===== src/sv/h264_nal_unit_reframer_macros.svh =====
// Assertion macros for the H.264 NAL unit reframer.
// Included by modules that check their own logic; expects clk_i and rst_ni in scope.
`ifndef H264_NAL_UNIT_REFRAMER_MACROS_SVH
`define H264_NAL_UNIT_REFRAMER_MACROS_SVH

// Check that an implication holds at every clock edge out of reset.
`define H264NR_ASSERT(name, prop, msg) \
  name: assert property (@(posedge clk_i) disable iff (!rst_ni) (prop)) else $error(msg);

// Check that a condition never occurs out of reset.
`define H264NR_NEVER(name, cond, msg) \
  name: assert property (@(posedge clk_i) disable iff (!rst_ni) !(cond)) else $error(msg);

`endif


===== src/sv/h264nr_pkg.sv =====
// Shared types and constants for the H.264 NAL unit reframer.
// No dependencies; imported by every module of the block.
`timescale 1ns / 1ps

package h264nr_pkg;

  localparam logic FmtAnnexB = 1'b0;
  localparam logic FmtAvcc   = 1'b1;

  localparam logic [4:0] NalTypeIdr = 5'd5;

  localparam int unsigned QueueDepthDefault = 4;

  // m_axis_tuser bit positions
  localparam int unsigned UserByteValid  = 0;
  localparam int unsigned UserUnitDone   = 1;
  localparam int unsigned UserIdrFound   = 2;
  localparam int unsigned UserParseError = 3;
  localparam int unsigned UserWidth      = 4;

  // One input byte's worth of output work: optional start code, then up to four bytes.
  typedef struct packed {
    logic [3:0][7:0] bytes;   // bytes[0] goes out first
    logic [2:0]      n;       // payload byte count, 0..4
    logic            prefix;  // start code precedes bytes[0]
    logic            done;    // last byte of the access unit
    logic            idr;
    logic            err;
  } rec_t;

  typedef struct packed {
    logic full;
    logic empty;
  } fifo_stat_t;

endpackage


===== src/sv/h264nr_front.sv =====
// Front end: parses Annex B or AVCC bytes and classifies each into an output record.
// Depends on h264nr_pkg.
`timescale 1ns / 1ps

module h264nr_front import h264nr_pkg::*; (
  input  logic       clk_i,
  input  logic       rst_ni,
  input  logic       cfg_we_i,
  input  logic       cfg_fmt_i,
  input  logic       in_valid_i,
  input  logic       in_ready_i,
  input  logic [7:0] in_byte_i,
  input  logic       in_last_i,
  output logic       push_o,
  output rec_t       rec_o
);

  logic        fmt_q, fmt_d;
  logic [23:0] la_q, la_d;
  logic [1:0]  cnt_q, cnt_d;
  logic        in_unit_q, in_unit_d;
  logic        head_q, head_d;
  logic [23:0] ls_q, ls_d;
  logic [1:0]  idx_q, idx_d;
  logic [31:0] left_q, left_d;
  logic        idr_q, idr_d;
  logic        unc_q, unc_d;
  logic        err_q, err_d;

  always_comb begin
    logic            accept;
    logic            sc;
    logic            prefix;
    logic            set_head;
    logic            set_err;
    logic [2:0]      n;
    logic [3:0][7:0] bytes;
    logic [31:0]     full_len;

    fmt_d     = fmt_q;
    la_d      = la_q;
    cnt_d     = cnt_q;
    in_unit_d = in_unit_q;
    head_d    = head_q;
    ls_d      = ls_q;
    idx_d     = idx_q;
    left_d    = left_q;
    idr_d     = idr_q;
    unc_d     = unc_q;
    err_d     = err_q;
    push_o    = 1'b0;
    rec_o     = '0;

    accept   = in_valid_i && in_ready_i;
    sc       = 1'b0;
    set_head = 1'b0;
    set_err  = 1'b0;
    n        = 3'd0;
    bytes    = '0;
    full_len = {ls_q, in_byte_i};

    if (fmt_q == FmtAnnexB) begin
      sc = (in_byte_i == 8'h01) && (cnt_q >= 2'd2) && (la_q[15:0] == 16'h0000);
      if (sc) begin
        if ((cnt_q == 2'd3) && (la_q[23:16] != 8'h00) && in_unit_q) begin
          n        = 3'd1;
          bytes[0] = la_q[23:16];
        end
        la_d      = '0;
        cnt_d     = 2'd0;
        in_unit_d = 1'b1;
        set_head  = 1'b1;
      end else begin
        la_d  = {la_q[15:0], in_byte_i};
        cnt_d = (cnt_q == 2'd3) ? 2'd3 : cnt_q + 2'd1;
        if (in_last_i && in_unit_q) begin
          case (cnt_q)
            2'd0: begin
              n     = 3'd1;
              bytes = {24'h000000, in_byte_i};
            end
            2'd1: begin
              n     = 3'd2;
              bytes = {16'h0000, in_byte_i, la_q[7:0]};
            end
            2'd2: begin
              n     = 3'd3;
              bytes = {8'h00, in_byte_i, la_q[7:0], la_q[15:8]};
            end
            default: begin
              n     = 3'd4;
              bytes = {in_byte_i, la_q[7:0], la_q[15:8], la_q[23:16]};
            end
          endcase
        end else if ((cnt_q == 2'd3) && in_unit_q) begin
          n        = 3'd1;
          bytes[0] = la_q[23:16];
        end
      end
    end else begin
      if (!err_q) begin
        if (left_q == 32'd0) begin
          idx_d = idx_q + 2'd1;
          if (idx_q == 2'd3) begin
            if (full_len == 32'd0) begin
              set_err = 1'b1;
            end else begin
              left_d   = full_len;
              set_head = 1'b1;
            end
            ls_d = '0;
          end else begin
            ls_d = full_len[23:0];
          end
        end else begin
          n        = 3'd1;
          bytes[0] = in_byte_i;
          left_d   = left_q - 32'd1;
        end
      end
      if (in_last_i && ((left_d != 32'd0) || (idx_d != 2'd0))) begin
        set_err = 1'b1;
      end
    end

    prefix = head_q && (n != 3'd0);
    head_d = set_head ? 1'b1 : (prefix ? 1'b0 : head_q);
    idr_d  = idr_q | (prefix && (bytes[0][4:0] == NalTypeIdr));
    unc_d  = unc_q | prefix;
    err_d  = err_q | set_err;

    rec_o.bytes  = bytes;
    rec_o.n      = n;
    rec_o.prefix = prefix;
    rec_o.done   = in_last_i;
    rec_o.idr    = idr_d;
    rec_o.err    = err_d || !unc_d;
    push_o       = accept && ((n != 3'd0) || in_last_i);

    if (!accept || in_last_i || cfg_we_i) begin
      if (!accept && !cfg_we_i) begin
        la_d      = la_q;
        cnt_d     = cnt_q;
        in_unit_d = in_unit_q;
        head_d    = head_q;
        ls_d      = ls_q;
        idx_d     = idx_q;
        left_d    = left_q;
        idr_d     = idr_q;
        unc_d     = unc_q;
        err_d     = err_q;
      end else begin
        la_d      = '0;
        cnt_d     = 2'd0;
        in_unit_d = 1'b0;
        head_d    = 1'b0;
        ls_d      = '0;
        idx_d     = 2'd0;
        left_d    = '0;
        idr_d     = 1'b0;
        unc_d     = 1'b0;
        err_d     = 1'b0;
      end
    end
    if (cfg_we_i) begin
      fmt_d = cfg_fmt_i;
    end
  end

  always_ff @(posedge clk_i or negedge rst_ni) begin
    if (!rst_ni) begin
      fmt_q     <= FmtAnnexB;
      la_q      <= '0;
      cnt_q     <= 2'd0;
      in_unit_q <= 1'b0;
      head_q    <= 1'b0;
      ls_q      <= '0;
      idx_q     <= 2'd0;
      left_q    <= '0;
      idr_q     <= 1'b0;
      unc_q     <= 1'b0;
      err_q     <= 1'b0;
    end else begin
      fmt_q     <= fmt_d;
      la_q      <= la_d;
      cnt_q     <= cnt_d;
      in_unit_q <= in_unit_d;
      head_q    <= head_d;
      ls_q      <= ls_d;
      idx_q     <= idx_d;
      left_q    <= left_d;
      idr_q     <= idr_d;
      unc_q     <= unc_d;
      err_q     <= err_d;
    end
  end

endmodule


===== src/sv/h264nr_fifo.sv =====
// Record queue between front end and back end.
// Depends on h264nr_pkg and the assertion macros header.
`timescale 1ns / 1ps
`include "h264_nal_unit_reframer_macros.svh"

module h264nr_fifo import h264nr_pkg::*; #(
  parameter int unsigned Depth = QueueDepthDefault
) (
  input  logic       clk_i,
  input  logic       rst_ni,
  input  logic       push_i,
  input  rec_t       wr_data_i,
  input  logic       pop_i,
  output rec_t       rd_data_o,
  output fifo_stat_t stat_o
);

  localparam int unsigned AddrW = (Depth > 1) ? $clog2(Depth) : 1;
  localparam int unsigned CntW  = $clog2(Depth + 1);

  rec_t             mem [Depth];
  logic [AddrW-1:0] wr_ptr_q, wr_ptr_d;
  logic [AddrW-1:0] rd_ptr_q, rd_ptr_d;
  logic [CntW-1:0]  count_q, count_d;

  assign stat_o.full  = (count_q == CntW'(Depth));
  assign stat_o.empty = (count_q == '0);
  assign rd_data_o    = mem[rd_ptr_q];

  always_comb begin
    wr_ptr_d = wr_ptr_q;
    rd_ptr_d = rd_ptr_q;
    count_d  = count_q;
    if (push_i) begin
      wr_ptr_d = (wr_ptr_q == AddrW'(Depth - 1)) ? '0 : wr_ptr_q + AddrW'(1);
    end
    if (pop_i) begin
      rd_ptr_d = (rd_ptr_q == AddrW'(Depth - 1)) ? '0 : rd_ptr_q + AddrW'(1);
    end
    if (push_i && !pop_i) begin
      count_d = count_q + CntW'(1);
    end else if (pop_i && !push_i) begin
      count_d = count_q - CntW'(1);
    end
  end

  always_ff @(posedge clk_i) begin
    if (push_i) begin
      mem[wr_ptr_q] <= wr_data_i;
    end
  end

  always_ff @(posedge clk_i or negedge rst_ni) begin
    if (!rst_ni) begin
      wr_ptr_q <= '0;
      rd_ptr_q <= '0;
      count_q  <= '0;
    end else begin
      wr_ptr_q <= wr_ptr_d;
      rd_ptr_q <= rd_ptr_d;
      count_q  <= count_d;
    end
  end

  `H264NR_NEVER(a_no_push_full, push_i && stat_o.full, "record pushed into full queue")
  `H264NR_NEVER(a_no_pop_empty, pop_i && stat_o.empty, "record popped from empty queue")

endmodule


===== src/sv/h264nr_back.sv =====
// Back end: expands queued records into output bytes, one transfer per cycle unless m_axis stalls.
// Depends on h264nr_pkg and the assertion macros header.
`timescale 1ns / 1ps
`include "h264_nal_unit_reframer_macros.svh"

module h264nr_back import h264nr_pkg::*; (
  input  logic                 clk_i,
  input  logic                 rst_ni,
  input  rec_t                 rec_i,
  input  fifo_stat_t           stat_i,
  output logic                 pop_o,
  output logic                 m_axis_tvalid,
  input  logic                 m_axis_tready,
  output logic [7:0]           m_axis_tdata,
  output logic                 m_axis_tlast,
  output logic [UserWidth-1:0] m_axis_tuser
);

  logic                 valid_q, valid_d;
  logic [2:0]           idx_q, idx_d;
  logic [7:0]           data_q, data_d;
  logic                 last_q, last_d;
  logic [UserWidth-1:0] user_q, user_d;

  always_comb begin
    logic       load;
    logic [2:0] plen;
    logic [2:0] nm1;
    logic [2:0] last_idx;
    logic [2:0] j;
    logic       rec_last;
    logic       in_prefix;

    plen      = rec_i.prefix ? 3'd4 : 3'd0;
    nm1       = (rec_i.n == 3'd0) ? 3'd0 : rec_i.n - 3'd1;
    last_idx  = plen + nm1;
    rec_last  = (idx_q == last_idx);
    in_prefix = (idx_q < plen);
    j         = idx_q - plen;
    load      = !stat_i.empty && (!valid_q || m_axis_tready);

    valid_d = valid_q;
    idx_d   = idx_q;
    data_d  = data_q;
    last_d  = last_q;
    user_d  = user_q;
    pop_o   = 1'b0;

    if (load) begin
      valid_d = 1'b1;
      if (in_prefix) begin
        data_d = (idx_q == 3'd3) ? 8'h01 : 8'h00;
      end else if (rec_i.n == 3'd0) begin
        data_d = 8'h00;
      end else begin
        data_d = rec_i.bytes[j[1:0]];
      end
      last_d                 = rec_last;
      user_d[UserByteValid]  = in_prefix || (rec_i.n != 3'd0);
      user_d[UserUnitDone]   = rec_i.done && rec_last;
      user_d[UserIdrFound]   = rec_i.done && rec_last && rec_i.idr;
      user_d[UserParseError] = rec_i.done && rec_last && rec_i.err;
      if (rec_last) begin
        pop_o = 1'b1;
        idx_d = 3'd0;
      end else begin
        idx_d = idx_q + 3'd1;
      end
    end else if (m_axis_tready) begin
      valid_d = 1'b0;
    end
  end

  always_ff @(posedge clk_i or negedge rst_ni) begin
    if (!rst_ni) begin
      valid_q <= 1'b0;
      idx_q   <= 3'd0;
    end else begin
      valid_q <= valid_d;
      idx_q   <= idx_d;
    end
  end

  always_ff @(posedge clk_i) begin
    data_q <= data_d;
    last_q <= last_d;
    user_q <= user_d;
  end

  assign m_axis_tvalid = valid_q;
  assign m_axis_tdata  = data_q;
  assign m_axis_tlast  = last_q;
  assign m_axis_tuser  = user_q;

  `H264NR_ASSERT(a_done_is_last, (valid_q && user_q[UserUnitDone]) |-> last_q,
                 "unit done flagged before last transfer of its byte")
  `H264NR_ASSERT(a_status_only_done,
                 (valid_q && !user_q[UserByteValid]) |-> (user_q[UserUnitDone] && data_q == 8'h00),
                 "status-only transfer outside the end of an access unit")

endmodule


===== src/sv/h264_nal_unit_reframer.sv =====
// Top level of the H.264 NAL unit reframer: front end, record queue, back end.
// Depends on h264nr_pkg, h264nr_front, h264nr_fifo and h264nr_back.
//
//  channel  | direction | handshake               | payload
//  ---------+-----------+-------------------------+--------------------------------------
//  s_axis   | in        | s_axis_tvalid/tready    | tdata in_byte, tlast final_byte
//  m_axis   | out       | m_axis_tvalid/tready    | tdata out_byte, tlast run_last, tuser
//  cfg      | in        | cfg_valid_i/cfg_ready_o | cfg_data_i input_format
//
// One input byte is taken per cycle while the queue has room; the back end sends one
// output byte per cycle while m_axis_tready is high; an item becomes its payload bytes
// plus a four-byte start code for each unit it opens. The back end's single output
// register drives m_axis. Reset is asynchronous and clears all control state and sets
// input_format to Annex B. Output stalls back up through a QueueDepth-record queue.
`timescale 1ns / 1ps

module h264_nal_unit_reframer import h264nr_pkg::*; #(
  parameter int unsigned QueueDepth = QueueDepthDefault
) (
  input  logic                 clk_i,
  input  logic                 rst_ni,
  input  logic                 cfg_valid_i,
  output logic                 cfg_ready_o,
  input  logic                 cfg_data_i,     // input_format
  input  logic                 s_axis_tvalid,
  output logic                 s_axis_tready,
  input  logic [7:0]           s_axis_tdata,   // [7:0] in_byte
  input  logic                 s_axis_tlast,
  output logic                 m_axis_tvalid,
  input  logic                 m_axis_tready,
  output logic [7:0]           m_axis_tdata,   // [7:0] out_byte
  output logic                 m_axis_tlast,
  // [0] byte_valid, [1] unit_done, [2] idr_found, [3] parse_error
  output logic [UserWidth-1:0] m_axis_tuser
);

  logic       push;
  logic       pop;
  rec_t       wr_rec;
  rec_t       rd_rec;
  fifo_stat_t stat;

  assign cfg_ready_o   = 1'b1;
  assign s_axis_tready = !stat.full;

  h264nr_front u_front (
    .clk_i      (clk_i),
    .rst_ni     (rst_ni),
    .cfg_we_i   (cfg_valid_i && cfg_ready_o),
    .cfg_fmt_i  (cfg_data_i),
    .in_valid_i (s_axis_tvalid),
    .in_ready_i (s_axis_tready),
    .in_byte_i  (s_axis_tdata),
    .in_last_i  (s_axis_tlast),
    .push_o     (push),
    .rec_o      (wr_rec)
  );

  h264nr_fifo #(
    .Depth (QueueDepth)
  ) u_fifo (
    .clk_i     (clk_i),
    .rst_ni    (rst_ni),
    .push_i    (push),
    .wr_data_i (wr_rec),
    .pop_i     (pop),
    .rd_data_o (rd_rec),
    .stat_o    (stat)
  );

  h264nr_back u_back (
    .clk_i         (clk_i),
    .rst_ni        (rst_ni),
    .rec_i         (rd_rec),
    .stat_i        (stat),
    .pop_o         (pop),
    .m_axis_tvalid (m_axis_tvalid),
    .m_axis_tready (m_axis_tready),
    .m_axis_tdata  (m_axis_tdata),
    .m_axis_tlast  (m_axis_tlast),
    .m_axis_tuser  (m_axis_tuser)
  );

endmodule

===== config.mk =====
export PLATFORM = sky130hd
export DESIGN_NAME = h264_nal_unit_reframer
export DESIGN_NICKNAME = d
export VERILOG_FILES = /design/src/sv/h264nr_pkg.sv /design/src/sv/h264nr_front.sv /design/src/sv/h264nr_fifo.sv /design/src/sv/h264nr_back.sv /design/src/sv/h264_nal_unit_reframer.sv
export VERILOG_INCLUDE_DIRS = /design/src /design/src/sv
export SDC_FILE = /design/constraint.sdc
export NUM_CORES = 1
export LEC_CHECK = 0
export BUFFER_PORTS_ARGS = -buffer_cell sky130_fd_sc_hd__buf_2
export CAP_MARGIN = 20
export CORE_UTILIZATION = 45
export DETAILED_ROUTE_END_ITERATION = 8
export GPL_TIMING_DRIVEN = 0
export MAX_ROUTING_LAYER = met4
export PLACE_DENSITY = 0.67
export SYNTH_ARGS = -nofsm -noshare
export SYNTH_HDL_FRONTEND = slang
export SYNTH_SLANG_ARGS = --single-unit

===== constraint.sdc =====
create_clock -name clk_i -period 9.5 [get_ports clk_i]
set_input_delay 0.95 -clock clk_i [delete_from_list [all_inputs] [get_ports clk_i]]
set_output_delay 0.95 -clock clk_i [all_outputs]
set_load 0.03 [all_outputs]

==> impl_metrics.yaml <==
grt:
  overflow: 0
  grt_pass1_wl_um: 53200
  grt_max_degree: 70
  grt_pass1_vias: 8999
  antenna_found_initial: 1
  grtUsageTotal_pct: 24.9
floorplan:
  die_w_um: 171
  num_io_pins: 31
  core-area_um2: 27900
  row_count: 61
  die_area_um2: 29100
  initial_core_util_pct: 45.9
  dieHeight_um: 171
sta:
  finalHoldViolCount: 0
  rsz0062_at_grt: "false"
  timing.final.crit_period_ns: 4.31
  finalClockSkew_ns: 0.0180
  setup_viol: 0
  post-route-period-util_pct: 45.3
  tns_ns: 0
  slew_violations: 0
  relSlewSlack_pct: 30.1
  clock.fmax_mhz: 232
  tightest_slew_ns: 1.04
  setup_ws_ns: 5.19
yosys:
  synth_cell_types: 79
  synthMostInstantiatedCell: "edfxtp_1"
  synth_area_leaders: "edfxtp_1 (40%), dfrtp_1 (20%), mux4_2 (8.3%)"
  synth_edf_count: 169
  async_reset_ff_share_pct: 37.4
  synth_top_cell_by_area: "edfxtp_1"
  postSynthAreaPerCell_um2: 12.5
  synth_nets: 1051
  synth_warnings: 0
  synth_common_cells: "edfxtp_1 (169), nand2_1 (109), dfrtp_1 (101)"
  synth_cells: 1020
  syn_area_um2: 12800
  synth_top_area_share_pct: 39.7
  synth-seq-cells: 270
  synthFlopType: "edfxtp_1"
  synth.yosys.seq_area_share_pct: 59.5
final_layout:
  nets: 1110
  seq_area_um2: 7600
  fin_util_pct: 51.8
  area_delta_synth_final_pct: 12.8
  drive_above_1_share_pct: 14.8
  multi_input_area_um2: 4830
  stdcell_count: 1479
  fill_cells: 2374
cts:
  postCtsResizedCells: 0
  cts.clk_slew.worst_paths_ns: 0.06
  clock-sinks: 270
  clkLatencyLatePin_ns: 0.57
  htreeDepth: 1
  post_cts_buffers: 0
  cts_tree: "done"
  cts_hold_buf: 0
  clock_path_buffers: 3
  cts_inserted_buffers: 28
  cts_root_buf: "clkbuf_16"
drt:
  drt_iter0_markers: 803
  met1Wirelength_um: 14700
  drt-pass1-iter-count: 5
  wl_um: 34000
  drc: 0
  ant_nets: 0
  top_layer: "met4"
  routed_via_density: 6.10
  routed-wl-met3_um: 2070
  wl_per_cell_um: 23.0
  met2_length_um: 16000
  vias: 9015
placement:
  gp_congestion: 0.948
  place_inst: 1426
  dp_hpwl_um: 23800
  port_buffers: 23
  dpl_worst_slack_ns: 4.85
outcome:
  outcome: "completed"
setup_path:
  crit_arrival_ns: 4.58
  reg2regPathDepth: 11
  r2r_slack_ns: 5.19
  required_ns: 9.78
  worstSetupPathType: "reg -> reg"
  worstReg2RegEnd: "u_fifo.mem[2][0]"
  cp-endpoint: "u_fifo.mem[2][0]"
  cp-end-kind: "flop"
  startpoint: "u_front.left_q[0]"
  r2r_start: "u_front.left_q[0]"
  timing.critical_path.from_type: "flop"
  cp_max_fo: 7
worst_hold_path:
  worstHoldPathType: "in -> async"
flow_run:
  cap_violations: 0
## how the worst min path moves through the flow
stage / cells after the start / slack [ns] / end
2_1_floorplan: 2 / 0.45 / u_front.idr_q
3_3_place_gp: 2 / 0.46 / u_front.idr_q
3_5_place_dp: 2 / 0.47 / u_front.idr_q
4_1_cts: 1 / 0.36 / u_front.idx_q[1]
5_1_grt: 1 / 0.38 / u_front.left_q[27]
6_report: 1 / 0.35 / u_front.left_q[13]
## through the flow
stage          instance area [um^2]  hold slack [ns]
2_1_floorplan                 12800            0.447
3_5_place_dp                  13500            0.468
3_3_place_gp                  13400            0.464
4_1_cts                       14400            0.359
6_report                      14400            0.348
5_1_grt                       14400            0.385
## state kept, by name (all words and copies together) (netlist names), 3 cells and up
register,count
u_fifo.mem,156
u_front.left_q,32
u_front.la_q,24
u_front.ls_q,24
u_back.m_axis_tdata,8
u_back.m_axis_tuser,4
u_back.idx_q,3
u_fifo.count_q,3
## cell usage in the layout (no fill, tap or decap), types with 15 or more instances in the layout
| cell | n |
|---|---|
| nor3_1 | 34 |
| a21oi_1 | 25 |
| mux4_2 | 47 |
| clkbuf_1 | 49 |
| edfxtp_1 | 169 |
| ha_1 | 15 |
| nor4_1 | 21 |
| nor2_1 | 63 |
| dfrtp_1 | 101 |
| buf_2 | 26 |
| inv_1 | 22 |
| o21ai_0 | 79 |
| nand3_1 | 17 |
| clkbuf_16 | 28 |
| a22o_1 | 35 |
| nand2_1 | 109 |
## routing by layer
metal	global-route usage [%]	vias to the layer above
li1	-	4067
met1	33.3	4519
met2	39.4	349
met3	3.24	80
met4	8.07	0
met5	-	-
## cell type report
type	count	share of cell area (%)
timing repair buffer	29	1.67
buffer	65	1.89
antenna	1	0.0174
clock buffer	31	5.08
tap	378	3.28
multi-input combinational	662	33.5
clock inverter	20	1.27
sequential	270	52.7
inverter	23	0.599
## critical path: stages (launching register included)
cell and delay, ns:
dfrtp_1 0.44, inv_1 0.11, ha_1 0.22, or4b_1 0.60
nor4_2 0.66, nand4_1 0.41, nor2_2 0.42, a221oi_1 0.17
and4bb_1 0.22, nand4_1 0.19, nor4_2 0.07, nor3_1 0.52
## cell families (layout without fill, tap and decap cells)
logic type	Yosys count	in the layout	share of synthesized area, %
adders and majority gates	16	16	1.62
muxes	56	56	9.03
AOI/OAI and AO/OA	234	234	12.6
other	1	2	0.0293
xor gates and xnor gates	9	9	0.617
buffers and inverters	88	168	2.81
DFF	270	270	59.5
and+or+nand+nor	346	346	13.8
Power is not shown: default switching activity piles up to over one toggle a cycle in this logic, so the estimate is an artifact.
